===== config.mk =====
export PLATFORM = sky130hd
export DESIGN_NAME = keyword_substitution_cipher
export DESIGN_NICKNAME = d
export VERILOG_FILES = /design/src/ksc_pkg.sv /design/src/ksc_build_seq.sv /design/src/keyword_substitution_cipher.sv
export VERILOG_INCLUDE_DIRS = /design/src /design/src/src
export SDC_FILE = /design/constraint.sdc
export NUM_CORES = 1
export LEC_CHECK = 0
export ABC_CLOCK_PERIOD_IN_PS = 6300
export BUFFER_PORTS_ARGS = -buffer_cell sky130_fd_sc_hd__clkbuf_2
export CAP_MARGIN = 20
export CORE_MARGIN = 2
export CORE_UTILIZATION = 55
export CTS_CLUSTER_DIAMETER = 40
export DETAILED_ROUTE_END_ITERATION = 8
export PLACE_DENSITY = 0.72
export RECOVER_POWER = 50
export SLEW_MARGIN = 10
export SYNTH_ARGS = -nofsm -noshare
export SYNTH_HDL_FRONTEND = slang
export SYNTH_HIERARCHICAL = 1
export SYNTH_SLANG_ARGS = --single-unit

===== constraint.sdc =====
create_clock -name aclk -period 6.3 [get_ports aclk]
set_input_delay 1.26 -clock aclk [delete_from_list [all_inputs] [get_ports aclk]]
set_output_delay 1.26 -clock aclk [all_outputs]
set_load 0.005 [all_outputs]

===== src/keyword_substitution_cipher_defines.svh =====
// Assertion macros for the keyword substitution cipher.
`ifndef KEYWORD_SUBSTITUTION_CIPHER_DEFINES_SVH
`define KEYWORD_SUBSTITUTION_CIPHER_DEFINES_SVH

// same-cycle implication, clocked on aclk, off during reset
`define KSC_ASSERT_IMPL(label, ante, cons, msg) \
    label: assert property (@(posedge aclk) disable iff (!aresetn) (ante) |-> (cons)) \
        else $error(msg);

// next-cycle implication, clocked on aclk, off during reset
`define KSC_ASSERT_NEXT(label, ante, cons, msg) \
    label: assert property (@(posedge aclk) disable iff (!aresetn) (ante) |=> (cons)) \
        else $error(msg);

`endif


===== src/ksc_pkg.sv =====
// Shared types and constants of the keyword substitution cipher.
package ksc_pkg;

    localparam int ALPHA      = 26;
    localparam int LETTER_W   = 5;
    localparam int KEY_SLOTS  = 12;
    localparam int KEY_IDX_W  = 4;
    localparam int KEY_W      = KEY_SLOTS * LETTER_W;
    localparam int LEN_W      = 4;
    localparam int SHIFT_W    = 5;
    localparam int CHAR_W     = 8;
    localparam int CFG_IDX_W  = 2;
    localparam int CFG_DATA_W = KEY_W;

    localparam logic [LETTER_W-1:0] ALPHA_CODE = LETTER_W'(ALPHA);
    localparam logic [CHAR_W-1:0]   CHAR_A     = 8'h41;
    localparam logic [CHAR_W-1:0]   CHAR_Z     = 8'h5A;

    localparam logic OP_BUILD  = 1'b0;
    localparam logic OP_ENCODE = 1'b1;

    typedef enum logic [CFG_IDX_W-1:0] {
        CFG_KEY_LETTERS = 2'd0,
        CFG_KEY_LENGTH  = 2'd1,
        CFG_SHIFT_DIST  = 2'd2
    } cfg_idx_t;

    typedef struct packed {
        logic                we;
        logic [LETTER_W-1:0] addr;
        logic [LETTER_W-1:0] data;
    } tbl_wr_t;

endpackage


===== src/ksc_build_seq.sv =====
// Microcoded sequencer that builds the substitution table from the key registers.
module ksc_build_seq #(
    parameter int MAX_KEY_LETTERS = 12
) (
    input  logic                             aclk,
    input  logic                             aresetn,
    input  logic                             start,
    input  logic [ksc_pkg::KEY_W-1:0]        key_letters,
    input  logic [ksc_pkg::LEN_W-1:0]        key_length,
    input  logic [ksc_pkg::SHIFT_W-1:0]      shift_distance,
    output ksc_pkg::tbl_wr_t                 tbl_wr,
    output logic                             done
);
    import ksc_pkg::*;

    localparam int KIDX_W = (MAX_KEY_LETTERS > 1) ? $clog2(MAX_KEY_LETTERS) : 1;
    localparam int NK_W   = $clog2(MAX_KEY_LETTERS + 1);
    localparam logic [LEN_W-1:0] MAX_LEN = LEN_W'(MAX_KEY_LETTERS);

    typedef enum logic [2:0] {
        UOP_SCAN_KEY,
        UOP_CLAMP,
        UOP_PICK,
        UOP_EMIT_HIGH,
        UOP_EMIT_KEY,
        UOP_EMIT_REST,
        UOP_ACK
    } uop_t;

    typedef enum logic [1:0] {
        LIM_LEN,
        LIM_NKEY,
        LIM_ALPHA,
        LIM_PICK
    } lim_t;

    localparam logic [2:0] STEP_SCAN      = 3'd0;
    localparam logic [2:0] STEP_CLAMP     = 3'd1;
    localparam logic [2:0] STEP_PICK      = 3'd2;
    localparam logic [2:0] STEP_EMIT_HIGH = 3'd3;
    localparam logic [2:0] STEP_EMIT_KEY  = 3'd4;
    localparam logic [2:0] STEP_EMIT_REST = 3'd5;
    localparam logic [2:0] STEP_ACK       = 3'd6;

    typedef struct packed {
        uop_t       uop;
        lim_t       lim;
        logic       from_top;
        logic [2:0] next;
    } ucode_t;

    function automatic ucode_t ucode_rom(input logic [2:0] step);
        ucode_t w;
        unique case (step)
            STEP_SCAN:      w = '{uop: UOP_SCAN_KEY,  lim: LIM_LEN,   from_top: 1'b0,
                                  next: STEP_CLAMP};
            STEP_CLAMP:     w = '{uop: UOP_CLAMP,     lim: LIM_PICK,  from_top: 1'b0,
                                  next: STEP_PICK};
            STEP_PICK:      w = '{uop: UOP_PICK,      lim: LIM_PICK,  from_top: 1'b1,
                                  next: STEP_EMIT_HIGH};
            STEP_EMIT_HIGH: w = '{uop: UOP_EMIT_HIGH, lim: LIM_ALPHA, from_top: 1'b0,
                                  next: STEP_EMIT_KEY};
            STEP_EMIT_KEY:  w = '{uop: UOP_EMIT_KEY,  lim: LIM_NKEY,  from_top: 1'b0,
                                  next: STEP_EMIT_REST};
            STEP_EMIT_REST: w = '{uop: UOP_EMIT_REST, lim: LIM_ALPHA, from_top: 1'b0,
                                  next: STEP_ACK};
            default:        w = '{uop: UOP_ACK,       lim: LIM_PICK,  from_top: 1'b0,
                                  next: STEP_SCAN};
        endcase
        return w;
    endfunction

    logic                running_reg, running_next;
    logic [2:0]          pc_reg, pc_next;
    logic [LETTER_W-1:0] cnt_reg, cnt_next;
    logic [ALPHA-1:0]    in_key_reg, in_key_next;
    logic [ALPHA-1:0]    high_reg, high_next;
    logic [NK_W-1:0]     nkey_reg, nkey_next;
    logic [LETTER_W-1:0] picked_reg, picked_next;
    logic [LETTER_W-1:0] d_reg, d_next;
    logic [LETTER_W-1:0] pos_reg, pos_next;
    logic [LETTER_W-1:0] keys_reg [MAX_KEY_LETTERS];
    logic [LETTER_W-1:0] keys_next [MAX_KEY_LETTERS];

    logic [LETTER_W-1:0] key_arr [KEY_SLOTS];
    logic [LEN_W-1:0]    len;
    ucode_t              uw, nw;
    logic [LETTER_W-1:0] limit;
    logic [LETTER_W-1:0] key_c, pick_c, room;
    logic                single, active, step_exit;

    always_comb begin
        for (int i = 0; i < KEY_SLOTS; i++) begin
            key_arr[i] = key_letters[i*LETTER_W +: LETTER_W];
        end
    end

    assign len    = (key_length > MAX_LEN) ? MAX_LEN : key_length;
    assign key_c  = key_arr[cnt_reg[KEY_IDX_W-1:0]];
    assign pick_c = cnt_reg - 5'd1;
    assign room   = ALPHA_CODE - LETTER_W'(nkey_reg);

    always_comb begin
        uw = ucode_rom(pc_reg);
        nw = ucode_rom(uw.next);

        unique case (uw.lim)
            LIM_LEN:   limit = LETTER_W'(len);
            LIM_NKEY:  limit = LETTER_W'(nkey_reg);
            LIM_ALPHA: limit = ALPHA_CODE;
            default:   limit = '0;
        endcase

        single = (uw.uop == UOP_CLAMP) || (uw.uop == UOP_ACK);
        if (uw.uop == UOP_PICK) begin
            active = (cnt_reg != '0) && (picked_reg < d_reg);
        end else if (single) begin
            active = 1'b1;
        end else begin
            active = cnt_reg < limit;
        end
        step_exit = single || !active;

        running_next = running_reg;
        pc_next      = pc_reg;
        cnt_next     = cnt_reg;
        in_key_next  = in_key_reg;
        high_next    = high_reg;
        nkey_next    = nkey_reg;
        picked_next  = picked_reg;
        d_next       = d_reg;
        pos_next     = pos_reg;
        keys_next    = keys_reg;
        tbl_wr       = '0;
        done         = 1'b0;

        if (running_reg) begin
            if (active) begin
                case (uw.uop)
                    UOP_SCAN_KEY: begin
                        if (key_c < ALPHA_CODE) begin
                            if (!in_key_reg[key_c]) begin
                                in_key_next[key_c]               = 1'b1;
                                keys_next[nkey_reg[KIDX_W-1:0]]  = key_c;
                                nkey_next                        = nkey_reg + 1'b1;
                            end
                        end
                        cnt_next = cnt_reg + 5'd1;
                    end
                    UOP_CLAMP: begin
                        d_next = (LETTER_W'(shift_distance) > room) ? room
                                                                    : LETTER_W'(shift_distance);
                    end
                    UOP_PICK: begin
                        if (!in_key_reg[pick_c]) begin
                            high_next[pick_c] = 1'b1;
                            picked_next       = picked_reg + 5'd1;
                        end
                        cnt_next = cnt_reg - 5'd1;
                    end
                    UOP_EMIT_HIGH: begin
                        if (high_reg[cnt_reg]) begin
                            tbl_wr   = '{we: 1'b1, addr: pos_reg, data: cnt_reg};
                            pos_next = pos_reg + 5'd1;
                        end
                        cnt_next = cnt_reg + 5'd1;
                    end
                    UOP_EMIT_KEY: begin
                        tbl_wr   = '{we: 1'b1, addr: pos_reg,
                                     data: keys_reg[cnt_reg[KIDX_W-1:0]]};
                        pos_next = pos_reg + 5'd1;
                        cnt_next = cnt_reg + 5'd1;
                    end
                    UOP_EMIT_REST: begin
                        if (!(high_reg[cnt_reg] || in_key_reg[cnt_reg])) begin
                            tbl_wr   = '{we: 1'b1, addr: pos_reg, data: cnt_reg};
                            pos_next = pos_reg + 5'd1;
                        end
                        cnt_next = cnt_reg + 5'd1;
                    end
                    default: begin
                        done         = 1'b1;
                        running_next = 1'b0;
                    end
                endcase
            end
            if (step_exit) begin
                pc_next  = uw.next;
                cnt_next = nw.from_top ? ALPHA_CODE : '0;
            end
        end else if (start) begin
            running_next = 1'b1;
            pc_next      = STEP_SCAN;
            cnt_next     = '0;
            in_key_next  = '0;
            high_next    = '0;
            nkey_next    = '0;
            picked_next  = '0;
            pos_next     = '0;
        end
    end

    always_ff @(posedge aclk) begin
        if (!aresetn) begin
            running_reg <= 1'b0;
            pc_reg      <= STEP_SCAN;
        end else begin
            running_reg <= running_next;
            pc_reg      <= pc_next;
        end
    end

    always_ff @(posedge aclk) begin
        cnt_reg    <= cnt_next;
        in_key_reg <= in_key_next;
        high_reg   <= high_next;
        nkey_reg   <= nkey_next;
        picked_reg <= picked_next;
        d_reg      <= d_next;
        pos_reg    <= pos_next;
        keys_reg   <= keys_next;
    end

endmodule


===== src/keyword_substitution_cipher.sv =====
// Keyword substitution cipher: an encode beat (s_tuser = 1) maps an uppercase ASCII letter
// through a 26-entry table and passes any other byte; its result appears in the next cycle and
// encodes stream at one beat per cycle while m_tready stays high; a result that waits on
// m_tready holds s_tready low until it is taken.
// A build beat (s_tuser = 0) rebuilds the table from the key registers with a microcoded
// sequencer that visits one letter or key slot per cycle through the single table write port;
// it holds s_tready low while it scans the key letters, picks the high letters from the top
// and writes the table, and then returns one
// acknowledge beat with m_tuser = 1 and m_tdata = 0.
// The table resets to identity. Write the configuration registers only while idle.
`include "keyword_substitution_cipher_defines.svh"

module keyword_substitution_cipher #(
    parameter int MAX_KEY_LETTERS = 12
) (
    input  logic                                 aclk,
    input  logic                                 aresetn,
    input  logic                                 s_tvalid,
    output logic                                 s_tready,
    input  logic [ksc_pkg::CHAR_W-1:0]           s_tdata,   // in_char[7:0]
    input  logic [0:0]                           s_tuser,   // op[0]
    output logic                                 m_tvalid,
    input  logic                                 m_tready,
    output logic [ksc_pkg::CHAR_W-1:0]           m_tdata,   // out_char[7:0]
    output logic [0:0]                           m_tuser,   // build_ack[0]
    input  logic                                 cfg_wr_en,
    input  logic [ksc_pkg::CFG_IDX_W-1:0]        cfg_index,
    input  logic [ksc_pkg::CFG_DATA_W-1:0]       cfg_wdata
);
    import ksc_pkg::*;

    logic [KEY_W-1:0]    key_letters_reg;
    logic [LEN_W-1:0]    key_length_reg;
    logic [SHIFT_W-1:0]  shift_dist_reg;
    logic [LETTER_W-1:0] sub_tbl_reg [ALPHA];

    logic                busy_reg, busy_next;
    logic                m_tvalid_reg, m_tvalid_next;
    logic [CHAR_W-1:0]   m_tdata_reg;
    logic                m_tuser_reg;

    logic                s_accept, build_start, enc_accept;
    logic                is_letter;
    logic [LETTER_W-1:0] tbl_idx;
    logic [CHAR_W-1:0]   enc_char;
    tbl_wr_t             tbl_wr;
    logic                seq_done;

    ksc_build_seq #(
        .MAX_KEY_LETTERS (MAX_KEY_LETTERS)
    ) u_build_seq (
        .aclk           (aclk),
        .aresetn        (aresetn),
        .start          (build_start),
        .key_letters    (key_letters_reg),
        .key_length     (key_length_reg),
        .shift_distance (shift_dist_reg),
        .tbl_wr         (tbl_wr),
        .done           (seq_done)
    );

    assign s_tready    = !busy_reg && (!m_tvalid_reg || m_tready);
    assign s_accept    = s_tvalid && s_tready;
    assign build_start = s_accept && (s_tuser[0] == OP_BUILD);
    assign enc_accept  = s_accept && (s_tuser[0] == OP_ENCODE);

    assign is_letter = (s_tdata >= CHAR_A) && (s_tdata <= CHAR_Z);
    assign tbl_idx   = LETTER_W'(s_tdata - CHAR_A);
    assign enc_char  = is_letter ? (CHAR_A + CHAR_W'(sub_tbl_reg[tbl_idx])) : s_tdata;

    always_comb begin
        busy_next = busy_reg;
        if (build_start) begin
            busy_next = 1'b1;
        end else if (seq_done) begin
            busy_next = 1'b0;
        end

        m_tvalid_next = m_tvalid_reg;
        if (seq_done || enc_accept) begin
            m_tvalid_next = 1'b1;
        end else if (m_tready) begin
            m_tvalid_next = 1'b0;
        end
    end

    always_ff @(posedge aclk) begin
        if (!aresetn) begin
            busy_reg        <= 1'b0;
            m_tvalid_reg    <= 1'b0;
            key_letters_reg <= '0;
            key_length_reg  <= '0;
            shift_dist_reg  <= '0;
            for (int i = 0; i < ALPHA; i++) begin
                sub_tbl_reg[i] <= LETTER_W'(i);
            end
        end else begin
            busy_reg     <= busy_next;
            m_tvalid_reg <= m_tvalid_next;
            if (cfg_wr_en) begin
                case (cfg_index)
                    CFG_KEY_LETTERS: key_letters_reg <= cfg_wdata[KEY_W-1:0];
                    CFG_KEY_LENGTH:  key_length_reg  <= cfg_wdata[LEN_W-1:0];
                    CFG_SHIFT_DIST:  shift_dist_reg  <= cfg_wdata[SHIFT_W-1:0];
                    default: ;
                endcase
            end
            if (tbl_wr.we) begin
                sub_tbl_reg[tbl_wr.addr] <= tbl_wr.data;
            end
        end
    end

    always_ff @(posedge aclk) begin
        if (seq_done) begin
            m_tdata_reg <= '0;
            m_tuser_reg <= 1'b1;
        end else if (enc_accept) begin
            m_tdata_reg <= enc_char;
            m_tuser_reg <= 1'b0;
        end
    end

    assign m_tvalid   = m_tvalid_reg;
    assign m_tdata    = m_tdata_reg;
    assign m_tuser[0] = m_tuser_reg;

    `KSC_ASSERT_NEXT(a_build_stalls, build_start, busy_reg && !m_tvalid_reg, "build did not stall")
    `KSC_ASSERT_NEXT(a_enc_result, enc_accept, m_tvalid_reg && !m_tuser_reg, "encode lost")
    `KSC_ASSERT_IMPL(a_wr_in_build, tbl_wr.we, busy_reg, "table write outside build")
    `KSC_ASSERT_NEXT(a_build_ack, seq_done, m_tvalid_reg && m_tuser_reg && m_tdata_reg == '0, "bad ack")

endmodule


* Word level (Yosys, flattened, before mapping)
Memory sizes are Yosys's and may differ from the RTL's. Cells that the tools add are included.
Storage, ports and cells: flip-flop bits (word level) 220, bits in writable memories 130, output and inout bits 11, logic and storage cells 215, memories 1
Operators by class: $add $sub $neg 8, order comparisons 15, equal/unequal tests 32, muxes and demuxes 86, bitwise operators 6, reduce and logical (&&, ||, !) cells 39
Memories:
- sub_tbl_reg | words 26, bits a word 5, read ports 1, clocked after memory_dff 0, write ports 26, RTL line keyword_substitution_cipher.sv:35 | logic [LETTER_W-1:0] sub_tbl_reg [ALPHA];
Operator list (count):
- two-way mux 26 bit | 10
- two-way mux 5 bit | 21
- bitwise mux 60 bit | 1
- one-hot mux 9 bit (6 select lines) | 1
- bitwise OR 26 bit | 2
- two-way mux 11 bit | 4
- binary-select mux 5 bit (select 4 bit) | 2
- one-hot mux 11 bit (3 select lines) | 1
- one-hot mux 5 bit (3 select lines) | 2
- two-way mux 4 bit | 7
- two-way mux 1 bit | 24
- one-hot mux 4 bit (6 select lines) | 1
- == test 3 bit (second input constant) | 7
- binary-select mux 1 bit (select 5 bit) | 4
- demux 5 bit (select 4 bit) | 1
- == test 3 x 2 -> 1 bit (second input constant) | 6
- less-than comparator 5 x 6 -> 1 bit (second input constant) | 3
- adder 5 x 1 -> 5 bit (second input constant) | 3
- AND reduction 5 bit | 3
- inequality test 2 bit (second input constant) | 7
- demux 1 bit (select 5 bit) | 2
- greater-or-equal comparator 5 x 1 -> 1 bit (second input constant) | 2
- greater-or-equal comparator 5 bit (second input constant) | 2
- less-than comparator 5 bit | 2
- other kinds (33) | 68

* Longest topological paths before layout
Gate-level depths: netlist (run 1).
depth in word-level cells 14, depth in mapped cells 19, depth with buffers taken out 16

* Cells and area by module
The synthesis (run 1) kept the hierarchy.
Modules (own cells, without submodules):
- keyword_substitution_cipher | times used 1, cells each 910, area each 10790.3 µm², seq. area each 6406.1 µm²
- ksc_build_seq | times used 1, cells each 683, area each 8489.4 µm², seq. area each 4164.0 µm²

* Least setup slack after synthesis (run 1)
No wires, ideal clock.
kind input-to-reg, start point input port s_tdata[0] (netlist name), end point register m_tdata_reg[4] (netlist: m_tdata[4]), library setup time 127 ps, arrival time 4420 ps, path slack 1753 ps, cell stages on the path 17, buffers on the path 4, cell sequence buf_6 buf_4 buf_2 inv_1 ha_1 inv_1 clkbuf_1 mux4_2 mux2i_1 nand3_1 and3_1 ha_1 inv_1 a211oi_2 xnor2_1 a221oi_2 nor2_1
Between the ends: cells in the longest elaborated chain, start to end 4, elaborated cells on any way between the ends 7, those cells by class 2 x add/sub; 2 x order compare; 1 x mux; 1 x reduce/logical; 1 x memory
Ends and longest elaborated chain:
- from (decl) | RTL line keyword_substitution_cipher.sv:20 | input logic [ksc_pkg::CHAR_W-1:0] s_tdata,
- subtractor 5 x 1 -> 5 bit | RTL line keyword_substitution_cipher.sv:68 | assign tbl_idx = LETTER_W'(s_tdata - CHAR_A);
- memory read (26 x 5 bit)
- adder 7 x 5 -> 8 bit | RTL line keyword_substitution_cipher.sv:69 | assign enc_char = is_letter ? (CHAR_A + CHAR_W'(sub_tbl_reg[tbl_idx])) : s_tdata;
- two-way mux 8 bit * | RTL line keyword_substitution_cipher.sv:69
- to (signal assigned) | RTL line keyword_substitution_cipher.sv:119 | m_tdata_reg <= enc_char;
- to (decl) | RTL line keyword_substitution_cipher.sv:39 | logic [CHAR_W-1:0] m_tdata_reg;
Every way passes the cells marked *; elsewhere a longest branch is shown, timed or not. A chain may end at the register's enable or synchronous reset.

* Worst setup path after layout (run 1)
Same ends and word-level chain as after synthesis.

==> results of run 1 <==
worst paths after layout:
kind	start	to	slack, ns
worst max-delay path	s_tdata[0]	m_tdata[4]	0.71
worst min-delay path	key_letters_reg[41]	key_letters_reg[41]	0.46
worst max register to register	u_build_seq/cnt_reg[1]	u_build_seq/in_key_reg[0]	1.02
worst min register to register	key_letters_reg[41]	key_letters_reg[41]	0.46
cell families (layout without fill, tap and decap cells):
kind of cell / after synthesis / after routing / synth area share [%]
compound gates: 248 / 248 / 9.03
fa+ha+maj: 28 / 28 / 1.82
mux: 152 / 152 / 13.2
buf+inv: 152 / 240 / 3.63
flops: 380 / 380 / 54.8
simple gates: 608 / 608 / 16.3
xor+xnor: 25 / 25 / 1.17
metrics by stage:
step                power (uW)  worst slack, ns  utilization (%)
floorplan                 3370             1.75                -
global placement          3550             1.51             57.7
detailed placement        3570             1.28             57.7
CTS                       6420             1.26             62.7
global route              6570            0.482             62.4
finish                    6370            0.709             62.4
per-layer routing:
| metal | vias up | track usage, % | routed length (um) |
|---|---|---|---|
| li1 | 5944 | - | - |
| met1 | 6178 | 31.8 | 18200 |
| met2 | 486 | 42.7 | 22100 |
| met3 | 80 | 3.75 | 2700 |
| met4 | 0 | 8.76 | 1510 |
| met5 | - | 0 | 0 |
synthesized netlist by cell type, types with 35 or more instances:
cell type / instances / area, um2
edfxtp_1: 296 / 8890
mux4_2: 76 / 1710
nor2_1: 98 / 368
mux2i_1: 60 / 601
and2_1: 83 / 519
a21boi_0: 63 / 473
nand2_1: 194 / 728
a21oi_1: 55 / 275
nor2b_1: 67 / 419
clkbuf_1: 80 / 300
o21ai_0: 35 / 175
or3_1: 50 / 313
dfxtp_1: 84 / 1680
report_power, final:
part	leakage [uW]	total [uW]	switching [uW]	internal [uW]
Sequential	0.00337	2850	68.1	2790
Combinational	0.00326	663	385	278
Clock	0.000836	2850	1120	1730
Total	0.00747	6370	1580	4800
worst max-delay path: cells and delay by family:
family,cells,cell delay (ns)
buffers and inverters,3,2.30
multiplexers,1,0.59
AO/OA/AOI/OAI,3,0.54
XOR/XNOR,1,0.11
AND/OR/NAND/NOR,3,0.84
adder cells (fa/ha/maj),1,0.34
area by class of cell:
class | instances | area, um2 | share of cell area [%]
Inverter | 39 | 154 | 0.714
Sequential cell | 380 | 10600 | 49.0
Clock buffer | 60 | 1350 | 6.27
Timing Repair Buffer | 109 | 597 | 2.77
Clock inverter | 32 | 359 | 1.67
Multi-Input combinational cell | 1061 | 7960 | 36.9
Tap cell | 455 | 569 | 2.64
==> results.tsv, run 1 <==
stage	metric	value	unit
die	core	34500	um2
die	initial_core_util	55.8	%
timing	tightest_slew	2.27	ns
power_and_ir_drop	leakagePower	0.00747	uW
synth	synth_area	19300	um2
clock_network	cts_tree	built	
synth	ys_warn_count	6	
place	gp_congestion	0.902	
hold_path	holdPathStages	2	
timing	min_period_over_period	88.7	%
hold_path	hp-class	reg2reg	
timing	relSlewSlack	-51.4	%
place	place_hpwl	30000	um
place	buffer_ports.inserted	86	
setup_path	crit_type	in2reg	
clock_network	cts_setup_buffers	0	
place	dpl_cell_area	19900	um2
cells_and_area	antenna_cells	0	
route	initialDrtViolationCount	1022	
cells_and_area	final_cell_area	21600	um2
run_status	violations	max-capacitance violations, max-slew violations	
route	route.detailed.drc	0	
setup_path	rr_worst_depth	9	
timing	rsz0062_at_grt	no	
setup_path	worstPathRequired	6.72	ns
cells_and_area	fin_cells	2136	
die	die_area	36600	um2
global_route	overflow	0	
synth	async_flop_share	0	%
timing	clock.fmax	0.179	GHz
cells_and_area	drive_above_1_share	17.5	%
cells_and_area	n_fill_cell	2703	
route	via_per_inst	5.94	
global_route	grt_pass1_wl	69800	um
place	place_inst	2044	
global_route	track_usage	24.7	%
route	final_antenna_net_count	0	
clock_network	cts_sinks	380	
timing	setup_violations	0	
timing	finalHoldWorstSlack	0.461	ns
timing	drv_slew	239	
timing	fin_tns_setup	0	ns
clock_network	cts.reportedPaths.clkPinSlew	0.06	ns
cells_and_area	mostFrequentLayoutCells	296 x edfxtp_1, 194 x nand2_1, 107 x nor2_1, 84 x dfxtp_1, 79 x clkbuf_2	
die	die_w	191	um
cells_and_area	area_delta_synth_final	11.8	%
synth	synth_cell_types	85	
synth	synth_ff_type	edfxtp_1	
route	num_vias	12700	
global_route	antenna_found_initial	0	
global_route	grt_pass1_vias	12500	
synth	synth_edf_count	296	
power_and_ir_drop	power_density	296	nW/um2
synth	syn_area_per_cell	12.1	um2
timing	final_hold_viol_count	0	
power_and_ir_drop	peakVddDrop	248	uV
timing	fin_worst_skew	0.0275	ns
clock_network	clockRootBuffer	clkbuf_16	
setup_path	path_common_cell	clkbuf_1	
setup_path	cpPeakStageDelay	1.62	ns
cells_and_area	final_net_count	1744	
global_route	grt_max_degree	103	
cells_and_area	largest_reg_flops	160	
synth	syn-num-nets	1697	
clock_network	cts_buffers	49	
synth	synth-seq-cells	380	
flow_run	max_cap_viol_count	8	
route	wl_per_cell	20.8	um
run_status	status	complete, but fails checks	
clock_network	ctsHoldBuffers	0	
route	drtPass1Iterations	5	
setup_path	cp-end-kind	flop	
die	ioPinCount	87	
route	wirelength	44500	um
die	dieHeight	191	um
clock_network	ctsResizeCount	0	
setup_path	cpMaxStageDelayCell	clkbuf_1	
setup_path	worstPathMaxFanout	41	
setup_path	path_cells	clkbuf_1 > inv_1 > ha_1 > clkbuf_1 > mux4_2 > and3_1 > a2111oi_0 > or4_4 > a211oi_2 > xnor2_1 > a221oi_2 > nor2_1	
clock_network	cts.path.max_buffers	3	
synth	ys_seq_area_share	54.8	%
cells_and_area	final_common_cell	edfxtp_1	
clock_network	htreeDepth	2	
setup_path	arrival	6.01	ns
timing	fin_crit	5.59	ns
die	num_rows	68	
clock_network	worstSkewPairLatency	0.57	ns
setup_path	setup.worst_path.start_class	input port	
synth	netlist_instances	1593	
Note: power is estimated with default switching activity, not from simulation.
==> run 2, diff against run 1 <==
--- a/config.mk
+++ b/config.mk
@@ -10,13 +10,12 @@
 export BUFFER_PORTS_ARGS = -buffer_cell sky130_fd_sc_hd__clkbuf_2
 export CAP_MARGIN = 20
 export CORE_MARGIN = 2
-export CORE_UTILIZATION = 55
+export CORE_UTILIZATION = 61
 export CTS_CLUSTER_DIAMETER = 40
 export DETAILED_ROUTE_END_ITERATION = 8
-export PLACE_DENSITY = 0.72
+export PLACE_DENSITY = 0.79
 export RECOVER_POWER = 50
 export SLEW_MARGIN = 10
 export SYNTH_ARGS = -nofsm -noshare
 export SYNTH_HDL_FRONTEND = slang
-export SYNTH_HIERARCHICAL = 1
 export SYNTH_SLANG_ARGS = --single-unit
==> results.tsv, run 2 <==
stage	metric	value	unit	change
synth	ys_warn_count	0		-6
global_route	grt_pass1_vias	13500		+8.1%
place	buffer_ports.inserted	86		unchanged
synth	synth_top_area_share	46.8	%	+0.72 points
run_status	status	complete, but fails checks		
hold_path	hp-class	reg2reg		
synth	yosys.area.top_type	edfxtp_1		
clock_network	ctsHoldBuffers	0		unchanged
clock_network	htreeDepth	2		unchanged
setup_path	setup.worst_path.start_class	flop		
cells_and_area	final_net_count	1743		-0.057%
synth	ys_seq_area_share	55.7	%	+0.86 points
power_and_ir_drop	peakVddDrop	219	uV	-12%
flow_run	max_cap_viol_count	2		-6
synth	synth_cell_types	82		-3.5%
timing	fin_tns_setup	0	ns	unchanged
synth	synthMostInstantiatedCell	edfxtp_1		
global_route	track_usage	29.4	%	+4.7 points
power_and_ir_drop	clkPwrFrac	45.1	%	+0.3 points
power_and_ir_drop	internal_power	4750	uW	-0.95%
place	gp_congestion	0.887		-1.6%
cells_and_area	antenna_cells	0		unchanged
timing	fin_crit	5.28	ns	-0.307 ns
power_and_ir_drop	p_comb_share	10.1	%	-0.3 points
clock_network	clockRootBuffer	clkbuf_16		
timing	clock.fmax	0.189	GHz	+5.8%
setup_path	cp_num_buf_inv	2		-1
global_route	met2_usage	49.4	%	+6.7 points
clock_network	cts_sinks	380		unchanged
synth	syn_area_per_cell	11.9	um2	-1.7%
clock_network	worstSkewPairLatency	0.61	ns	+0.04 ns
synth	synth_area_leaders	edfxtp_1 47%, mux4_2 9.8%, dfxtp_1 8.9%, nand2_1 4.2%, nor2_1 3.2%		
global_route	grt_max_degree	103		unchanged
die	die_w	180	um	-5.7%
clock_network	ctsResizeCount	0		unchanged
clock_network	cts.reportedPaths.clkPinSlew	0.06	ns	about the same
place	place_inst	1984		-2.9%
synth	syn-num-nets	1699		+0.12%
setup_path	path_cells	and2_0 > and2_1 > o31a_1 > clkinvlp_2 > nand2_1 > a22oi_1 > a22o_1 > nor4_4 > nand2b_1 > buf_4		
setup_path	worstPathMaxFanout	30		-27%
timing	fin_worst_skew	0.0280	ns	+0.000417 ns
global_route	antenna_found_initial	0		unchanged
die	die_area	32500	um2	-11%
cells_and_area	largest_reg_flops	160		unchanged
setup_path	cpMaxStageDelayCell	clkinvlp_2		
die	ioPinCount	87		unchanged
timing	drv_slew	109		-54%
route	num_vias	13300		+5.1%
power_and_ir_drop	seqPwrFrac	44.7	%	about the same
setup_path	critPathTopFamily	simple AND/OR/NAND/NOR gates		
synth	async_flop_share	0	%	unchanged
place	place_hpwl	31200	um	+4.0%
run_status	violations	max-capacitance violations, max-slew violations		
timing	relSlewSlack	-96.1	%	-45 points
setup_path	arrival	5.53	ns	-0.48 ns
die	dieHeight	180	um	-5.7%
timing	min_period_over_period	83.9	%	-4.9 points
synth	netlist_instances	1596		+0.19%
clock_network	cts_tree	built		
route	final_antenna_net_count	0		unchanged
setup_path	cp-end-kind	flop		
clock_network	cts.path.max_buffers	3		unchanged
power_and_ir_drop	p_sw_share	25.5	%	+0.74 points
cells_and_area	utilization	69.3	%	+6.9 points
global_route	met1_usage	36.8	%	+5.0 points
route	wl_per_cell	22.8	um	+9.3%
clock_network	cts_setup_buffers	0		unchanged
global_route	grt-busiest-layer	met2		
synth	synth_ff_type	edfxtp_1		
die	num_rows	64		-5.9%
route	route.detailed.drc	0		unchanged
power_and_ir_drop	power_density	301	nW/um2	+1.7%
power_and_ir_drop	p_sw	1620	uW	+3.0%
power_and_ir_drop	leakagePower	0.00723	uW	-3.2%
cells_and_area	final_common_cell	edfxtp_1		
route	via_per_inst	6.42		+8.1%
synth	synth_area	19000	um2	-1.5%
global_route	grt_util_met3	4.99	%	+1.2 points
setup_path	worstPathRequired	6.55	ns	-0.17 ns
timing	tightest_slew	2.94	ns	+0.671 ns
clock_network	cts_buffers	50		+2.0%
global_route	overflow	0		unchanged
cells_and_area	fin_cells	2077		-2.8%
setup_path	crit_type	reg2reg		
cells_and_area	mostFrequentLayoutCells	296 x edfxtp_1, 212 x nand2_1, 163 x nor2_1, 84 x dfxtp_1, 83 x mux4_2		
route	initialDrtViolationCount	1545		+51%
setup_path	cpPeakStageDelay	0.94	ns	-0.68 ns
timing	setup_violations	0		unchanged
timing	final_hold_viol_count	0		unchanged
route	wirelength	47300	um	+6.2%
cells_and_area	area_delta_synth_final	11.7	%	about the same
global_route	grt_pass1_wl	75100	um	+7.5%
synth	synth-seq-cells	380		unchanged
cells_and_area	drive_above_1_share	17.4	%	-0.12 points
die	initial_core_util	62.1	%	+6.2 points
die	core	30600	um2	-11%
synth	synth_common_cells	296 x edfxtp_1, 212 x nand2_1, 162 x nor2_1, 84 x dfxtp_1, 83 x mux4_2		
route	drtPass1Iterations	7		+2
synth	synth_edf_count	296		unchanged
timing	rsz0062_at_grt	no		
==> run 2: layout make-up <==
type	count	area [um2]
Clock buffer	56	1280
Clock inverter	37	430
Fill cell	2131	9380
Inverter	36	136
Multi-Input combinational cell	1062	7680
Sequential cell	380	10600
Tap cell	396	495
Timing Repair Buffer	110	607
==> run 2: cell families after synthesis <==
family,after synthesis,share of synthesized area (%)
AO/OA/AOI/OAI,264,9.56
XOR/XNOR,25,1.15
flip-flops,380,55.7
adder cells (fa/ha/maj),27,1.78
buffers and inverters,154,3.76
AND/OR/NAND/NOR,602,14.9
multiplexers,144,13.2
==> run 2: power groups by stage <==
stage | clock (uW) | combinational [uW] | sequential, uW
finish | 2880 | 646 | 2850
global placement | 0 | 625 | 2890
global route | 3010 | 704 | 2860
floorplan | 0 | 487 | 2860
detailed placement | 0 | 642 | 2900
CTS | 2900 | 649 | 2850
==> run 2: metal layers <==
layer  part of all wire, %  vias to the layer above
li1                      -                     6015
met4                   4.8                        0
met1                    37                     6462
met2                    50                      699
met3                   7.5                      155
met5                     0                        -
==> run 2: tightest hold or removal path: stages (launching register included) <==
cell and delay [ns]:
dfxtp_1 0.31, nand2_1 0.06, nand2_1 0.05
==> run 2: stage by stage <==
step / power, uW / area, um2 / setup WS (ns) / hold slack [ns]
6_report: 6370 / 21200 / 1.02 / 0.464
3_3_place_gp: 3520 / 19500 / 1.74 / 0.430
5_1_grt: 6570 / 21200 / 0.656 / 0.477
3_5_place_dp: 3540 / 19500 / 1.67 / 0.452
4_1_cts: 6400 / 21300 / 1.63 / 0.460
2_1_floorplan: 3350 / 19000 / 0.537 / 0.439
==> run 2: path summary, 6_finish.rpt <==
kind / from / to / slack (ns) / depth (start not counted)
worst min register to register: m_tuser / m_tuser / 0.46 / 2
worst max-delay path: u_build_seq.cnt_reg[2] / u_build_seq.in_key_reg[22] / 1.02 / 10
worst max register to register: u_build_seq.cnt_reg[2] / u_build_seq.in_key_reg[22] / 1.02 / 10
worst min-delay path: m_tuser / m_tuser / 0.46 / 2
==> run 3, diff against run 2 <==
--- a/config.mk
+++ b/config.mk
@@ -6,7 +6,7 @@
 export SDC_FILE = /design/constraint.sdc
 export NUM_CORES = 1
 export LEC_CHECK = 0
-export ABC_CLOCK_PERIOD_IN_PS = 6300
+export ABC_CLOCK_PERIOD_IN_PS = 5000
 export BUFFER_PORTS_ARGS = -buffer_cell sky130_fd_sc_hd__clkbuf_2
 export CAP_MARGIN = 20
 export CORE_MARGIN = 2
==> constraint.sdc (replaced) <==
create_clock -name aclk -period 5 [get_ports aclk]
set_input_delay 1 -clock aclk [delete_from_list [all_inputs] [get_ports aclk]]
set_output_delay 1 -clock aclk [all_outputs]
set_load 0.005 [all_outputs]
==> results.tsv, run 3 (same netlist as run 2, synthesis figures left out) <==
stage	metric	value	unit	change
die	dieHeight	180	um	unchanged
cells_and_area	final_common_cell	edfxtp_1		
setup_path	setup.worst_path.start_class	flop		
timing	fin_worst_skew	0.0262	ns	-0.00180 ns
power_and_ir_drop	p_sw	1980	uW	+22%
clock_network	clockRootBuffer	clkbuf_16		
setup_path	arrival	4.85	ns	-0.68 ns
die	die_w	180	um	unchanged
timing	rsz0062_at_grt	no		
place	place_hpwl	31800	um	+1.8%
route	num_vias	13500		+1.0%
power_and_ir_drop	peakVddDrop	302	uV	+38%
power_and_ir_drop	internal_power	5740	uW	+21%
route	wl_per_cell	22.6	um	-0.83%
power_and_ir_drop	p_total	7720	uW	+21%
timing	relSlewSlack	-93.9	%	+2.2 points
cells_and_area	final_net_count	1755		+0.69%
flow_run	max_cap_viol_count	2		unchanged
power_and_ir_drop	seqPwrFrac	46.5	%	+1.8 points
power_and_ir_drop	p_sw_share	25.7	%	+0.21 points
power_and_ir_drop	power_density	365	nW/um2	+22%
clock_network	cts_buffers	46		-8.0%
global_route	overflow	0		unchanged
timing	clock.fmax	0.217	GHz	+15%
timing	min_period_over_period	92.0	%	+8.1 points
global_route	antenna_found_initial	0		unchanged
clock_network	worstSkewPairLatency	0.57	ns	-0.04 ns
power_and_ir_drop	leakagePower	0.00724	uW	+0.16%
timing	fin_tns_setup	0	ns	unchanged
timing	setup_violations	0		unchanged
cells_and_area	largest_reg_flops	160		unchanged
setup_path	crit_type	reg2reg		
clock_network	cts_tree	built		
setup_path	worstPathMaxFanout	23		-23%
route	final_antenna_net_count	0		unchanged
global_route	grt_max_degree	92		-11%
run_status	status	complete, but fails checks		
clock_network	cts.path.max_buffers	3		unchanged
global_route	grt_pass1_wl	74100	um	-1.4%
die	core	30600	um2	unchanged
clock_network	cts_setup_buffers	0		unchanged
timing	final_hold_viol_count	0		unchanged
setup_path	cp-end-kind	flop		
hold_path	hp-class	reg2reg		
run_status	violations	max-capacitance violations, max-slew violations		
timing	drv_slew	93		-15%
power_and_ir_drop	p_comb_share	10.7	%	+0.6 points
cells_and_area	mostFrequentLayoutCells	296 x edfxtp_1, 212 x nand2_1, 162 x nor2_1, 84 x dfxtp_1, 83 x mux4_2		
setup_path	worstPathRequired	5.25	ns	-1.30 ns
die	num_rows	64		unchanged
timing	finalHoldWorstSlack	0.443	ns	-0.0204 ns
clock_network	cts_sinks	380		unchanged
global_route	grt_pass1_vias	13300		-1.3%
timing	tightest_slew	2.91	ns	-0.0323 ns
place	buffer_ports.inserted	86		unchanged
route	via_per_inst	6.46		+0.61%
die	ioPinCount	87		unchanged
clock_network	cts.reportedPaths.clkPinSlew	0.06	ns	about the same
global_route	track_usage	28.9	%	-0.54 points
clock_network	ctsHoldBuffers	0		unchanged
timing	fin_crit	4.60	ns	-0.683 ns
cells_and_area	antenna_cells	0		unchanged
route	drtPass1Iterations	7		unchanged
clock_network	htreeDepth	2		unchanged
route	initialDrtViolationCount	1560		+0.97%
die	die_area	32500	um2	unchanged
route	route.detailed.drc	0		unchanged
place	gp_congestion	0.910		+2.5%
clock_network	ctsResizeCount	0		unchanged
route	wirelength	47100	um	-0.40%
cells_and_area	area_delta_synth_final	11.4	%	
cells_and_area	drive_above_1_share	18.0	%	+0.68 points
die	initial_core_util	62.1	%	unchanged
power_and_ir_drop	clkPwrFrac	42.8	%	-2.3 points
## run 3: power by group through the flow
stage	logic (uW)	registers [uW]	clock network, uW
2_1_floorplan	614	3610	0
3_5_place_dp	822	3650	0
3_3_place_gp	804	3640	0
6_report	827	3590	3310
4_1_cts	831	3580	3330
5_1_grt	895	3590	3450
## run 3: worst max-delay path, stage by stage, from the launching register on
cell      delay (ns)
edfxtp_1        0.51
buf_4           0.30
mux4_2          0.54
a22o_1          0.24
a21oi_1         0.60
inv_1           0.46
nand3_1         0.29
o211ai_1        0.21
nor4_4          0.45
nand2b_1        0.44
buf_12          0.24
## run 3: metal layers
metal / global-route usage, % / wire length (um) / vias to the layer above / part of all wire (%)
met2: 50.1 / 23800 / 713 / 51
met1: 36.9 / 17800 / 6562 / 38
li1: - / - / 6049 / -
met5: 0 / 0 / - / 0
met3: 4.32 / 3630 / 146 / 7.7
met4: 11.1 / 1840 / 0 / 3.9
## run 3: path summary, 6_finish.rpt
kind	start	endpoint	slack (ns)	depth (start not counted)
setup / recovery	u_build_seq.cnt_reg[0]	u_build_seq.in_key_reg[1]	0.40	10
hold / removal	m_tuser	m_tuser	0.44	2
setup reg to reg	u_build_seq.cnt_reg[0]	u_build_seq.in_key_reg[1]	0.40	10
hold reg to reg	m_tuser	m_tuser	0.44	2
## run 3: area by class of cell
| cell class | count | area, um2 |
|---|---|---|
| Clock buffer | 53 | 1210 |
| Clock inverter | 33 | 325 |
| Fill cell | 2127 | 9450 |
| Inverter | 36 | 138 |
| Multi-Input combinational cell | 1062 | 7680 |
| Sequential cell | 380 | 10600 |
| Tap cell | 396 | 495 |
| Timing Repair Buffer | 126 | 716 |
## run 3: through the flow
step                      area (um2)  cells  worst slack [ns]  util (%)
after floorplan                19000   1596            0.0727         -
after global placement         19700   1999             0.778      64.3
after detailed placement       19700   1999             0.562      64.3
after CTS                      21200   2085             0.579      69.3
after global routing           21100   2086             0.138      69.1
final                          21100   2086             0.399      69.1
